## config.mk

```make
export PLATFORM = sky130hd
export DESIGN_NAME = ppm_image_decode_blit
export DESIGN_NICKNAME = d
export VERILOG_FILES = /design/src/rtl/core/ppmdb_pkg.sv /design/src/rtl/core/ppm_image_decode_blit.sv /design/src/rtl/core/ppmdb_front.sv /design/src/rtl/core/ppmdb_queue.sv /design/src/rtl/core/ppmdb_back.sv
export SDC_FILE = /design/constraint.sdc
export NUM_CORES = 1
export LEC_CHECK = 0
export BUFFER_PORTS_ARGS = -buffer_cell sky130_fd_sc_hd__buf_2
export CAP_MARGIN = 10
export CORE_AREA = 2 2 227 229
export CTS_BUF_LIST = sky130_fd_sc_hd__clkbuf_4 sky130_fd_sc_hd__clkbuf_8 sky130_fd_sc_hd__clkbuf_16
export DETAILED_ROUTE_END_ITERATION = 10
export DIE_AREA = 0 0 229 231
export PLACE_DENSITY_LB_ADDON = 0.2
export SLEW_MARGIN = 20
export SYNTH_ARGS = -nofsm -noshare
export SYNTH_HDL_FRONTEND = slang
export SYNTH_HIERARCHICAL = 1
export SYNTH_SLANG_ARGS = --single-unit
```

## constraint.sdc

```tcl
create_clock -name clk -period 7 [get_ports clk]
set_input_delay 1.05 -clock clk [delete_from_list [all_inputs] [get_ports clk]]
set_output_delay 1.05 -clock clk [all_outputs]
set_load 0.01 [all_outputs]
```

## src/rtl/core/ppmdb_pkg.sv

```systemverilog
package ppmdb_pkg;

  // Width of the parsed dimensions, token accumulator and scan counters
  localparam int DIM_BITS = 16;

  // Command queue between the parser and the pixel writer
  localparam int QDEPTH = 4;
  localparam int QPTR_W = $clog2(QDEPTH);
  localparam int QCNT_W = $clog2(QDEPTH + 1);

  // Configuration port
  localparam int CFG_IDX_W  = 2;
  localparam int CFG_DATA_W = 24;
  localparam logic [CFG_IDX_W-1:0] CFG_ORIGIN_X   = 2'd0;
  localparam logic [CFG_IDX_W-1:0] CFG_ORIGIN_Y   = 2'd1;
  localparam logic [CFG_IDX_W-1:0] CFG_KEY_COLOR  = 2'd2;
  localparam logic [CFG_IDX_W-1:0] CFG_KEY_ENABLE = 2'd3;
  localparam logic [23:0] KEY_COLOR_RST = 24'h00FF00;

  // Characters the header parser looks for
  localparam logic [7:0] CH_SIX  = 8'h36;
  localparam logic [7:0] CH_HASH = 8'h23;
  localparam logic [7:0] CH_ZERO = 8'h30;
  localparam logic [7:0] CH_SP   = 8'h20;
  localparam logic [7:0] CH_LF   = 8'h0A;

  typedef enum logic [2:0] {
    PH_MAGIC0,
    PH_MAGIC1,
    PH_SKIP,
    PH_TOK_W,
    PH_TOK_H,
    PH_TOK_M,
    PH_PIXELS,
    PH_HALT
  } phase_t;

  typedef enum logic [1:0] {
    EV_PIXEL   = 2'd0,
    EV_HEADER  = 2'd1,
    EV_BAD_VER = 2'd2
  } kind_t;

  // One command from the parser to the writer
  typedef struct packed {
    kind_t                kind;
    logic [DIM_BITS-1:0]  x;
    logic [DIM_BITS-1:0]  y;
    logic [23:0]          color;
    logic [DIM_BITS-1:0]  w;
    logic [DIM_BITS-1:0]  h;
  } qent_t;

  // Result item as it leaves the block
  typedef struct packed {
    kind_t        kind;
    logic [15:0]  pos_x;
    logic [15:0]  pos_y;
    logic [23:0]  color;
    logic [15:0]  width;
    logic [15:0]  height;
  } res_t;

endpackage

```

## src/rtl/core/ppm_image_decode_blit.sv

```systemverilog
// Channel   Direction  Handshake                Payload
// in_       slave      in_tvalid / in_tready    in_tdata: file_byte; in_tuser: start_of_file
// out_      master     out_tvalid / out_tready  out_tdata: pos_x .. image_height;
//                                               out_tuser: event_kind
// cfg_      write      cfg_we                   cfg_idx, cfg_data
//
// One file byte is taken every cycle while the queue has room; the parser updates its
// state in that cycle and posts at most one command into a four-entry queue. The writer
// drains one command a cycle, unless out_tready holds the output, into a single output
// register. in_tready drops only while the queue is full; a stall on out_tready backs up
// the queue first. Reset (rst_n, synchronous) clears the parser, queue and output valid
// and restores the register reset values.
module ppm_image_decode_blit (
  input  logic                              clk,
  input  logic                              rst_n,
  input  logic                              in_tvalid,
  output logic                              in_tready,
  input  logic [7:0]                        in_tdata,   // [7:0] file_byte
  input  logic                              in_tuser,   // [0] start_of_file
  output logic                              out_tvalid,
  input  logic                              out_tready,
  output logic [87:0]                       out_tdata,  // [15:0] pos_x, [31:16] pos_y,
                                                        // [55:32] color,
                                                        // [71:56] image_width,
                                                        // [87:72] image_height
  output logic [1:0]                        out_tuser,  // [1:0] event_kind
  input  logic                              cfg_we,
  input  logic [ppmdb_pkg::CFG_IDX_W-1:0]   cfg_idx,
  input  logic [ppmdb_pkg::CFG_DATA_W-1:0]  cfg_data
);
  import ppmdb_pkg::*;

  logic   accept;
  logic   push;
  qent_t  push_ent;
  logic   pop;
  qent_t  head_ent;
  logic   not_empty;
  logic   full;
  res_t   res;

  assign in_tready = !full;
  assign accept    = in_tvalid && in_tready;

  ppmdb_front u_front (
    .clk           (clk),
    .rst_n         (rst_n),
    .accept        (accept),
    .file_byte     (in_tdata),
    .start_of_file (in_tuser),
    .push          (push),
    .push_ent      (push_ent)
  );

  ppmdb_queue u_queue (
    .clk       (clk),
    .rst_n     (rst_n),
    .push      (push),
    .push_ent  (push_ent),
    .pop       (pop),
    .head_ent  (head_ent),
    .not_empty (not_empty),
    .full      (full)
  );

  ppmdb_back u_back (
    .clk       (clk),
    .rst_n     (rst_n),
    .cfg_we    (cfg_we),
    .cfg_idx   (cfg_idx),
    .cfg_data  (cfg_data),
    .head_ent  (head_ent),
    .not_empty (not_empty),
    .pop       (pop),
    .res_valid (out_tvalid),
    .res_ready (out_tready),
    .res       (res)
  );

  assign out_tdata = {res.height, res.width, res.color, res.pos_y, res.pos_x};
  assign out_tuser = res.kind;

endmodule

```

## src/rtl/core/ppmdb_front.sv

```systemverilog
module ppmdb_front (
  input  logic                clk,
  input  logic                rst_n,
  input  logic                accept,
  input  logic [7:0]          file_byte,
  input  logic                start_of_file,
  output logic                push,
  output ppmdb_pkg::qent_t    push_ent
);
  import ppmdb_pkg::*;

  phase_t               phase_r, phase_nxt, phase_c;
  logic                 in_comment_r, in_comment_nxt, in_comment_c;
  logic                 tok_started_r, tok_started_nxt, tok_started_c;
  logic [DIM_BITS-1:0]  accum_r, accum_nxt, accum_c;
  logic [DIM_BITS-1:0]  width_r, width_nxt, width_c;
  logic [DIM_BITS-1:0]  height_r, height_nxt, height_c;
  logic [7:0]           red_r, red_nxt, red_c;
  logic [7:0]           green_r, green_nxt, green_c;
  logic [1:0]           bip_r, bip_nxt, bip_c;
  logic [DIM_BITS-1:0]  col_r, col_nxt, col_c;
  logic [DIM_BITS-1:0]  row_r, row_nxt, row_c;
  logic                 tok_done;
  logic [DIM_BITS-1:0]  col_inc;
  logic                 ev;
  qent_t                ent;

  // Start flag restarts the parser from its reset view
  always_comb begin
    if (start_of_file) begin
      phase_c       = PH_MAGIC0;
      in_comment_c  = 1'b0;
      tok_started_c = 1'b0;
      accum_c       = '0;
      width_c       = '0;
      height_c      = '0;
      red_c         = '0;
      green_c       = '0;
      bip_c         = '0;
      col_c         = '0;
      row_c         = '0;
    end else begin
      phase_c       = phase_r;
      in_comment_c  = in_comment_r;
      tok_started_c = tok_started_r;
      accum_c       = accum_r;
      width_c       = width_r;
      height_c      = height_r;
      red_c         = red_r;
      green_c       = green_r;
      bip_c         = bip_r;
      col_c         = col_r;
      row_c         = row_r;
    end
  end

  assign col_inc = col_c + DIM_BITS'(1);

  // Next state and queue command
  always_comb begin
    phase_nxt       = phase_c;
    in_comment_nxt  = in_comment_c;
    tok_started_nxt = tok_started_c;
    accum_nxt       = accum_c;
    width_nxt       = width_c;
    height_nxt      = height_c;
    red_nxt         = red_c;
    green_nxt       = green_c;
    bip_nxt         = bip_c;
    col_nxt         = col_c;
    row_nxt         = row_c;
    tok_done        = 1'b0;
    ev              = 1'b0;
    ent             = '0;

    // Token reader, used by the three header token phases
    if (phase_c == PH_TOK_W || phase_c == PH_TOK_H || phase_c == PH_TOK_M) begin
      if (in_comment_c) begin
        if (file_byte == CH_LF) begin
          in_comment_nxt = 1'b0;
        end
      end else if (!tok_started_c && file_byte == CH_HASH) begin
        in_comment_nxt = 1'b1;
      end else if (file_byte == CH_SP || file_byte == CH_LF) begin
        tok_done        = 1'b1;
        accum_nxt       = '0;
        tok_started_nxt = 1'b0;
      end else begin
        tok_started_nxt = 1'b1;
        accum_nxt = DIM_BITS'({accum_c, 3'b000}) + DIM_BITS'({accum_c, 1'b0})
                    + DIM_BITS'(file_byte) - DIM_BITS'(CH_ZERO);
      end
    end

    unique case (phase_c)
      PH_MAGIC0: phase_nxt = PH_MAGIC1;
      PH_MAGIC1: begin
        if (file_byte != CH_SIX) begin
          phase_nxt = PH_HALT;
          ev        = 1'b1;
          ent.kind  = EV_BAD_VER;
        end else begin
          phase_nxt = PH_SKIP;
        end
      end
      PH_SKIP: phase_nxt = PH_TOK_W;
      PH_TOK_W: begin
        if (tok_done) begin
          width_nxt = accum_c;
          phase_nxt = PH_TOK_H;
        end
      end
      PH_TOK_H: begin
        if (tok_done) begin
          height_nxt = accum_c;
          phase_nxt  = PH_TOK_M;
        end
      end
      PH_TOK_M: begin
        if (tok_done) begin
          phase_nxt = PH_PIXELS;
          ev        = 1'b1;
          ent.kind  = EV_HEADER;
          ent.w     = width_c;
          ent.h     = height_c;
        end
      end
      PH_PIXELS: begin
        case (bip_c)
          2'd0: begin
            red_nxt = file_byte;
            bip_nxt = 2'd1;
          end
          2'd1: begin
            green_nxt = file_byte;
            bip_nxt   = 2'd2;
          end
          default: begin
            bip_nxt = 2'd0;
            if (width_c != '0 && row_c < height_c) begin
              ev        = 1'b1;
              ent.kind  = EV_PIXEL;
              ent.x     = col_c;
              ent.y     = row_c;
              ent.color = {red_c, green_c, file_byte};
              ent.w     = width_c;
              ent.h     = height_c;
              // Advance the scan position
              if (col_inc >= width_c) begin
                col_nxt = '0;
                row_nxt = row_c + DIM_BITS'(1);
              end else begin
                col_nxt = col_inc;
              end
            end
          end
        endcase
      end
      PH_HALT: phase_nxt = PH_HALT;
      default: phase_nxt = PH_HALT;
    endcase
  end

  assign push     = accept && ev;
  assign push_ent = ent;

  // Parser state
  always_ff @(posedge clk) begin
    if (!rst_n) begin
      phase_r       <= PH_MAGIC0;
      in_comment_r  <= 1'b0;
      tok_started_r <= 1'b0;
      accum_r       <= '0;
      width_r       <= '0;
      height_r      <= '0;
      red_r         <= '0;
      green_r       <= '0;
      bip_r         <= '0;
      col_r         <= '0;
      row_r         <= '0;
    end else if (accept) begin
      phase_r       <= phase_nxt;
      in_comment_r  <= in_comment_nxt;
      tok_started_r <= tok_started_nxt;
      accum_r       <= accum_nxt;
      width_r       <= width_nxt;
      height_r      <= height_nxt;
      red_r         <= red_nxt;
      green_r       <= green_nxt;
      bip_r         <= bip_nxt;
      col_r         <= col_nxt;
      row_r         <= row_nxt;
    end
  end

endmodule

```

## src/rtl/core/ppmdb_queue.sv

```systemverilog
module ppmdb_queue (
  input  logic              clk,
  input  logic              rst_n,
  input  logic              push,
  input  ppmdb_pkg::qent_t  push_ent,
  input  logic              pop,
  output ppmdb_pkg::qent_t  head_ent,
  output logic              not_empty,
  output logic              full
);
  import ppmdb_pkg::*;

  qent_t              mem_r [QDEPTH];
  logic [QPTR_W-1:0]  wr_ptr_r, wr_ptr_nxt;
  logic [QPTR_W-1:0]  rd_ptr_r, rd_ptr_nxt;
  logic [QCNT_W-1:0]  count_r, count_nxt;

  assign not_empty = (count_r != '0);
  assign full      = (count_r == QCNT_W'(QDEPTH));
  assign head_ent  = mem_r[rd_ptr_r];

  // Pointer and fill level update
  always_comb begin
    wr_ptr_nxt = push ? wr_ptr_r + QPTR_W'(1) : wr_ptr_r;
    rd_ptr_nxt = pop  ? rd_ptr_r + QPTR_W'(1) : rd_ptr_r;
    count_nxt  = count_r;
    if (push && !pop) begin
      count_nxt = count_r + QCNT_W'(1);
    end else if (pop && !push) begin
      count_nxt = count_r - QCNT_W'(1);
    end
  end

  always_ff @(posedge clk) begin
    if (!rst_n) begin
      wr_ptr_r <= '0;
      rd_ptr_r <= '0;
      count_r  <= '0;
    end else begin
      wr_ptr_r <= wr_ptr_nxt;
      rd_ptr_r <= rd_ptr_nxt;
      count_r  <= count_nxt;
    end
  end

  // Entry storage
  always_ff @(posedge clk) begin
    if (push) begin
      mem_r[wr_ptr_r] <= push_ent;
    end
  end

  a_no_overflow: assert property (@(posedge clk) disable iff (!rst_n)
    push |-> !full)
    else $error("command queue overflow");

  a_no_underflow: assert property (@(posedge clk) disable iff (!rst_n)
    pop |-> not_empty)
    else $error("command queue underflow");

  a_count_bound: assert property (@(posedge clk) disable iff (!rst_n)
    count_r <= QCNT_W'(QDEPTH))
    else $error("command queue count out of range");

  a_ptr_track: assert property (@(posedge clk) disable iff (!rst_n)
    (count_r == '0 || full) |-> (wr_ptr_r == rd_ptr_r))
    else $error("command queue pointers disagree with count");

endmodule

```

## src/rtl/core/ppmdb_back.sv

```systemverilog
module ppmdb_back (
  input  logic                            clk,
  input  logic                            rst_n,
  input  logic                            cfg_we,
  input  logic [ppmdb_pkg::CFG_IDX_W-1:0] cfg_idx,
  input  logic [ppmdb_pkg::CFG_DATA_W-1:0] cfg_data,
  input  ppmdb_pkg::qent_t                head_ent,
  input  logic                            not_empty,
  output logic                            pop,
  output logic                            res_valid,
  input  logic                            res_ready,
  output ppmdb_pkg::res_t                 res
);
  import ppmdb_pkg::*;

  logic [15:0]  origin_x_r, origin_y_r;
  logic [23:0]  key_color_r;
  logic         key_enable_r;
  logic         res_valid_r, res_valid_nxt;
  res_t         res_r, res_nxt;
  logic         drop;
  logic         load;

  // Configuration registers
  always_ff @(posedge clk) begin
    if (!rst_n) begin
      origin_x_r   <= '0;
      origin_y_r   <= '0;
      key_color_r  <= KEY_COLOR_RST;
      key_enable_r <= 1'b1;
    end else if (cfg_we) begin
      unique case (cfg_idx)
        CFG_ORIGIN_X:   origin_x_r   <= cfg_data[15:0];
        CFG_ORIGIN_Y:   origin_y_r   <= cfg_data[15:0];
        CFG_KEY_COLOR:  key_color_r  <= cfg_data[23:0];
        CFG_KEY_ENABLE: key_enable_r <= cfg_data[0];
        default: ;
      endcase
    end
  end

  // Take a command whenever the output register is free or draining
  assign pop  = not_empty && (!res_valid_r || res_ready);
  assign drop = (head_ent.kind == EV_PIXEL) && key_enable_r
                && (head_ent.color == key_color_r);
  assign load = pop && !drop;

  // Format the result item
  always_comb begin
    res_nxt      = '0;
    res_nxt.kind = head_ent.kind;
    case (head_ent.kind)
      EV_PIXEL: begin
        res_nxt.pos_x  = 16'(head_ent.x) + origin_x_r;
        res_nxt.pos_y  = 16'(head_ent.y) + origin_y_r;
        res_nxt.color  = head_ent.color;
        res_nxt.width  = 16'(head_ent.w);
        res_nxt.height = 16'(head_ent.h);
      end
      EV_HEADER: begin
        res_nxt.width  = 16'(head_ent.w);
        res_nxt.height = 16'(head_ent.h);
      end
      default: ;
    endcase
  end

  always_comb begin
    if (load) begin
      res_valid_nxt = 1'b1;
    end else if (res_ready) begin
      res_valid_nxt = 1'b0;
    end else begin
      res_valid_nxt = res_valid_r;
    end
  end

  always_ff @(posedge clk) begin
    if (!rst_n) begin
      res_valid_r <= 1'b0;
    end else begin
      res_valid_r <= res_valid_nxt;
    end
  end

  // Output payload
  always_ff @(posedge clk) begin
    if (load) begin
      res_r <= res_nxt;
    end
  end

  assign res_valid = res_valid_r;
  assign res       = res_r;

  a_no_load_when_held: assert property (@(posedge clk) disable iff (!rst_n)
    (res_valid_r && !res_ready) |-> !pop)
    else $error("writer took a command while the result was held");

  a_keyed_pixel_dropped: assert property (@(posedge clk) disable iff (!rst_n)
    (pop && drop) |=> !res_valid_r)
    else $error("keyed pixel reached the output");

  a_header_no_pos: assert property (@(posedge clk) disable iff (!rst_n)
    (res_valid_r && res_r.kind != EV_PIXEL) |-> (res_r.pos_x == '0
      && res_r.pos_y == '0 && res_r.color == '0))
    else $error("non-pixel result carries a position or color");

  a_valid_from_load: assert property (@(posedge clk) disable iff (!rst_n)
    ($rose(res_valid_r)) |-> $past(load))
    else $error("result appeared without a command");

endmodule

```

==> flow_summary.ini <==
[clock_tree]
cts-resized-gates = 0
clkSinkCount = 620
clock_latency_ps = 640
ctsHoldBuffers = 0
htreeDepth = 2
cts_setup_buffers = 0
clk_path_buf_depth = 3
numCtsBuffers = 61
tritoncts = yes
clock-root-buffer = clkbuf_16
cts.clk_slew.worst_paths_ps = 60

[worst_setup_path]
required_ps = 7290
end_kind = register
crit_fanout = 46
worst_ep_arrival_time_ps = 5110
path_class = in2reg
start_kind = primary input

[layout]
final_layout_size_suffix_gt1_frac = 0.172
design_area_um2 = 31200
nets = 2373
insertedDiodeCount = 0
instances_no_fill = 2957
area_growth_pct = 11.9

[placement]
portBuffers = 131
place_inst = 2841
gp_congestion = 0.901
dp.final_hpwl_um = 42600
dpl_cell_area_um2 = 29000

[worst_hold_path]
hold_path.class = reg2reg

[global_routing]
grt_use_total = 0.239
grt_max_degree = 66
grt_use_met3 = 0.0400
grt_pass1_wl_um = 98300
top_usage_layer = met2
use_met1 = 0.331
use_met2 = 0.390
antenna_found_initial = 0
grt_pass1_vias = 17300
overflow = 0

[synthesis]
yosys.area.top_type_share = 0.484
synth_cell_types = 80
synth_commonest_cells = edfxtp_1 (450), nand2_1 (247), dfxtp_1 (170)
synthFlopType = edfxtp_1
ys_seq_area_frac = 0.606
synth-edff-count = 450
async_flop_share = 0
yosys_warnings = 6
synth_area_leaders = edfxtp_1 (48%), dfxtp_1 (12%), mux4_2 (7.3%), ha_1 (4.6%), nand2_1 (3.3%)
yosysMostFrequentCell = edfxtp_1
synth_top_cell_by_area = edfxtp_1
synth_cells = 2113
synth_fp_nets = 2262
synth.avg_cell_area_um2 = 13.2
ys_seq_elements = 620
synth.cell_area_um2 = 27900

[drt]
wire_per_inst_um = 21.4
wirelength_um = 63400
drc = 0
route.vias.total = 17400
ant_nets = 0
drtPass1Iterations = 5
via_per_inst = 5.87
drtIter0Drc = 1415

[flow_run]
drv_cap = 0

[timing]
final.setup.tns_ps = 0
period_needed_ps = 4820
skew_ps = 28.4
worstMarginPinSlew_ps = 1130
fmax_mhz = 207
grt_setup_unrepaired = no
relSlewSlack = 0.246
setup_viol = 0
hold_violations = 0
drv_slew = 0
finalCritPeriodShare = 0.689

[floorplan]
rows = 83
ios = 132
die_area_um2 = 52900
core_um2 = 50700
die_w_um = 229
die_h_um = 231
start_util = 0.550

[power]
leakage_nw = 11.2
powerDensity_nw_per_um2 = 322
peakVddDrop_v = 0.000254

[run_status]
outcome = finished, final reports clean
==> power by group <==
group / internal, W / switching, W / total (W)
clock: 0.00204 / 0.00142 / 0.00347
combinational: 0.000859 / 0.00119 / 0.00205
sequential: 0.00437 / 0.000181 / 0.00455
==> sequential cells by signal, summed over array words and instances (netlist names), 3 cells and up, named ones only <==
name	cells
u_front/height_r	16
u_front/accum_r	16
u_front/phase_r	3
u_queue/count_r	3
u_back/origin_y_r	16
u_front/green_r	8
u_back/origin_x_r	16
u_front/row_r	16
u_front/col_r	16
u_queue/mem_r	360
u_front/width_r	16
u_back/key_color_r	24
u_front/red_r	8
u_back/res	90
==> cells by family (layout without fill, tap and decap cells) <==
family / count (synthesis) / after routing / share of synthesized area
AND/OR/NAND/NOR: 713 / 713 / 0.129
flip-flops: 620 / 620 / 0.606
AO/OA/AOI/OAI: 327 / 327 / 0.0821
buffers and inverters: 160 / 324 / 0.0288
adder cells (fa/ha/maj): 109 / 109 / 0.0508
multiplexers: 107 / 107 / 0.0788
XOR/XNOR: 77 / 77 / 0.0242
==> final cells by class <==
class | instances | area (µm²)
Fill cell | 3923 | 19500
Sequential cell | 620 | 16900
Multi-Input combinational cell | 1333 | 10200
Clock buffer | 75 | 1700
Timing Repair Buffer | 151 | 856
Tap cell | 680 | 851
Clock inverter | 41 | 475
Inverter | 57 | 214
==> cell usage in the layout (no fill, tap or decap), types with 12 or more instances in the layout <==
master	count
nor3_1	14
a21boi_0	51
inv_1	57
buf_2	131
buf_4	16
nand4_1	28
a21o_1	14
a31oi_1	13
clkinv_2	12
nand2_1	247
and2_1	115
nand3_1	37
and3_1	16
o21ai_0	39
mux4_2	90
mux2i_1	16
clkbuf_16	63
a21oi_1	62
dfxtp_1	168
ha_1	102
edfxtp_1	450
xnor2_1	43
nor2_1	116
nor2b_1	57
a22o_1	38
nand2b_1	14
nor4_1	14
a22oi_1	27
xor2_1	34
==> through the flow <==
| stage | hold slack (ps) | total power [W] | util | setup slack [ps] |
|---|---|---|---|---|
| finish | 472 | 0.0101 | 0.616 | 2180 |
| global route | 492 | 0.0105 | 0.616 | 1810 |
| CTS | 475 | 0.0102 | 0.616 | 2220 |
| detailed placement | 465 | 0.00670 | 0.573 | 1590 |
| global placement | 455 | 0.00668 | 0.573 | 1640 |
| floorplan | 444 | 0.00607 | - | 321 |
==> layer usage <==
layer  routed length, µm  vias up
met3                3670      112
met4                1830        0
met1               27200     8672
met5                   0        -
met2               30700      502
li1                    -     8074
==> worst max-delay path, stage by stage <==
cell,delay [ps]
buf_2,110
inv_1,360
buf_4,350
nand2_1,90
ha_1,300
o21ai_0,150
nor2_1,70
nor4_2,510
nand3_4,400
nand2b_1,240
o21a_1,300
and2_4,750
buf_12,370
==> worst paths after layout <==
check	start	depth (start not counted)	end	slack [ps]
max	in_tuser	13	u_queue/mem_r[1][39]	2180
min	u_back/origin_y_r[0]	2	u_back/origin_y_r[0]	470
max reg2reg	register	10	u_back/res[84]	2690
min reg2reg	u_back/origin_y_r[0]	2	u_back/origin_y_r[0]	470
(Power assumes the default switching activity.)
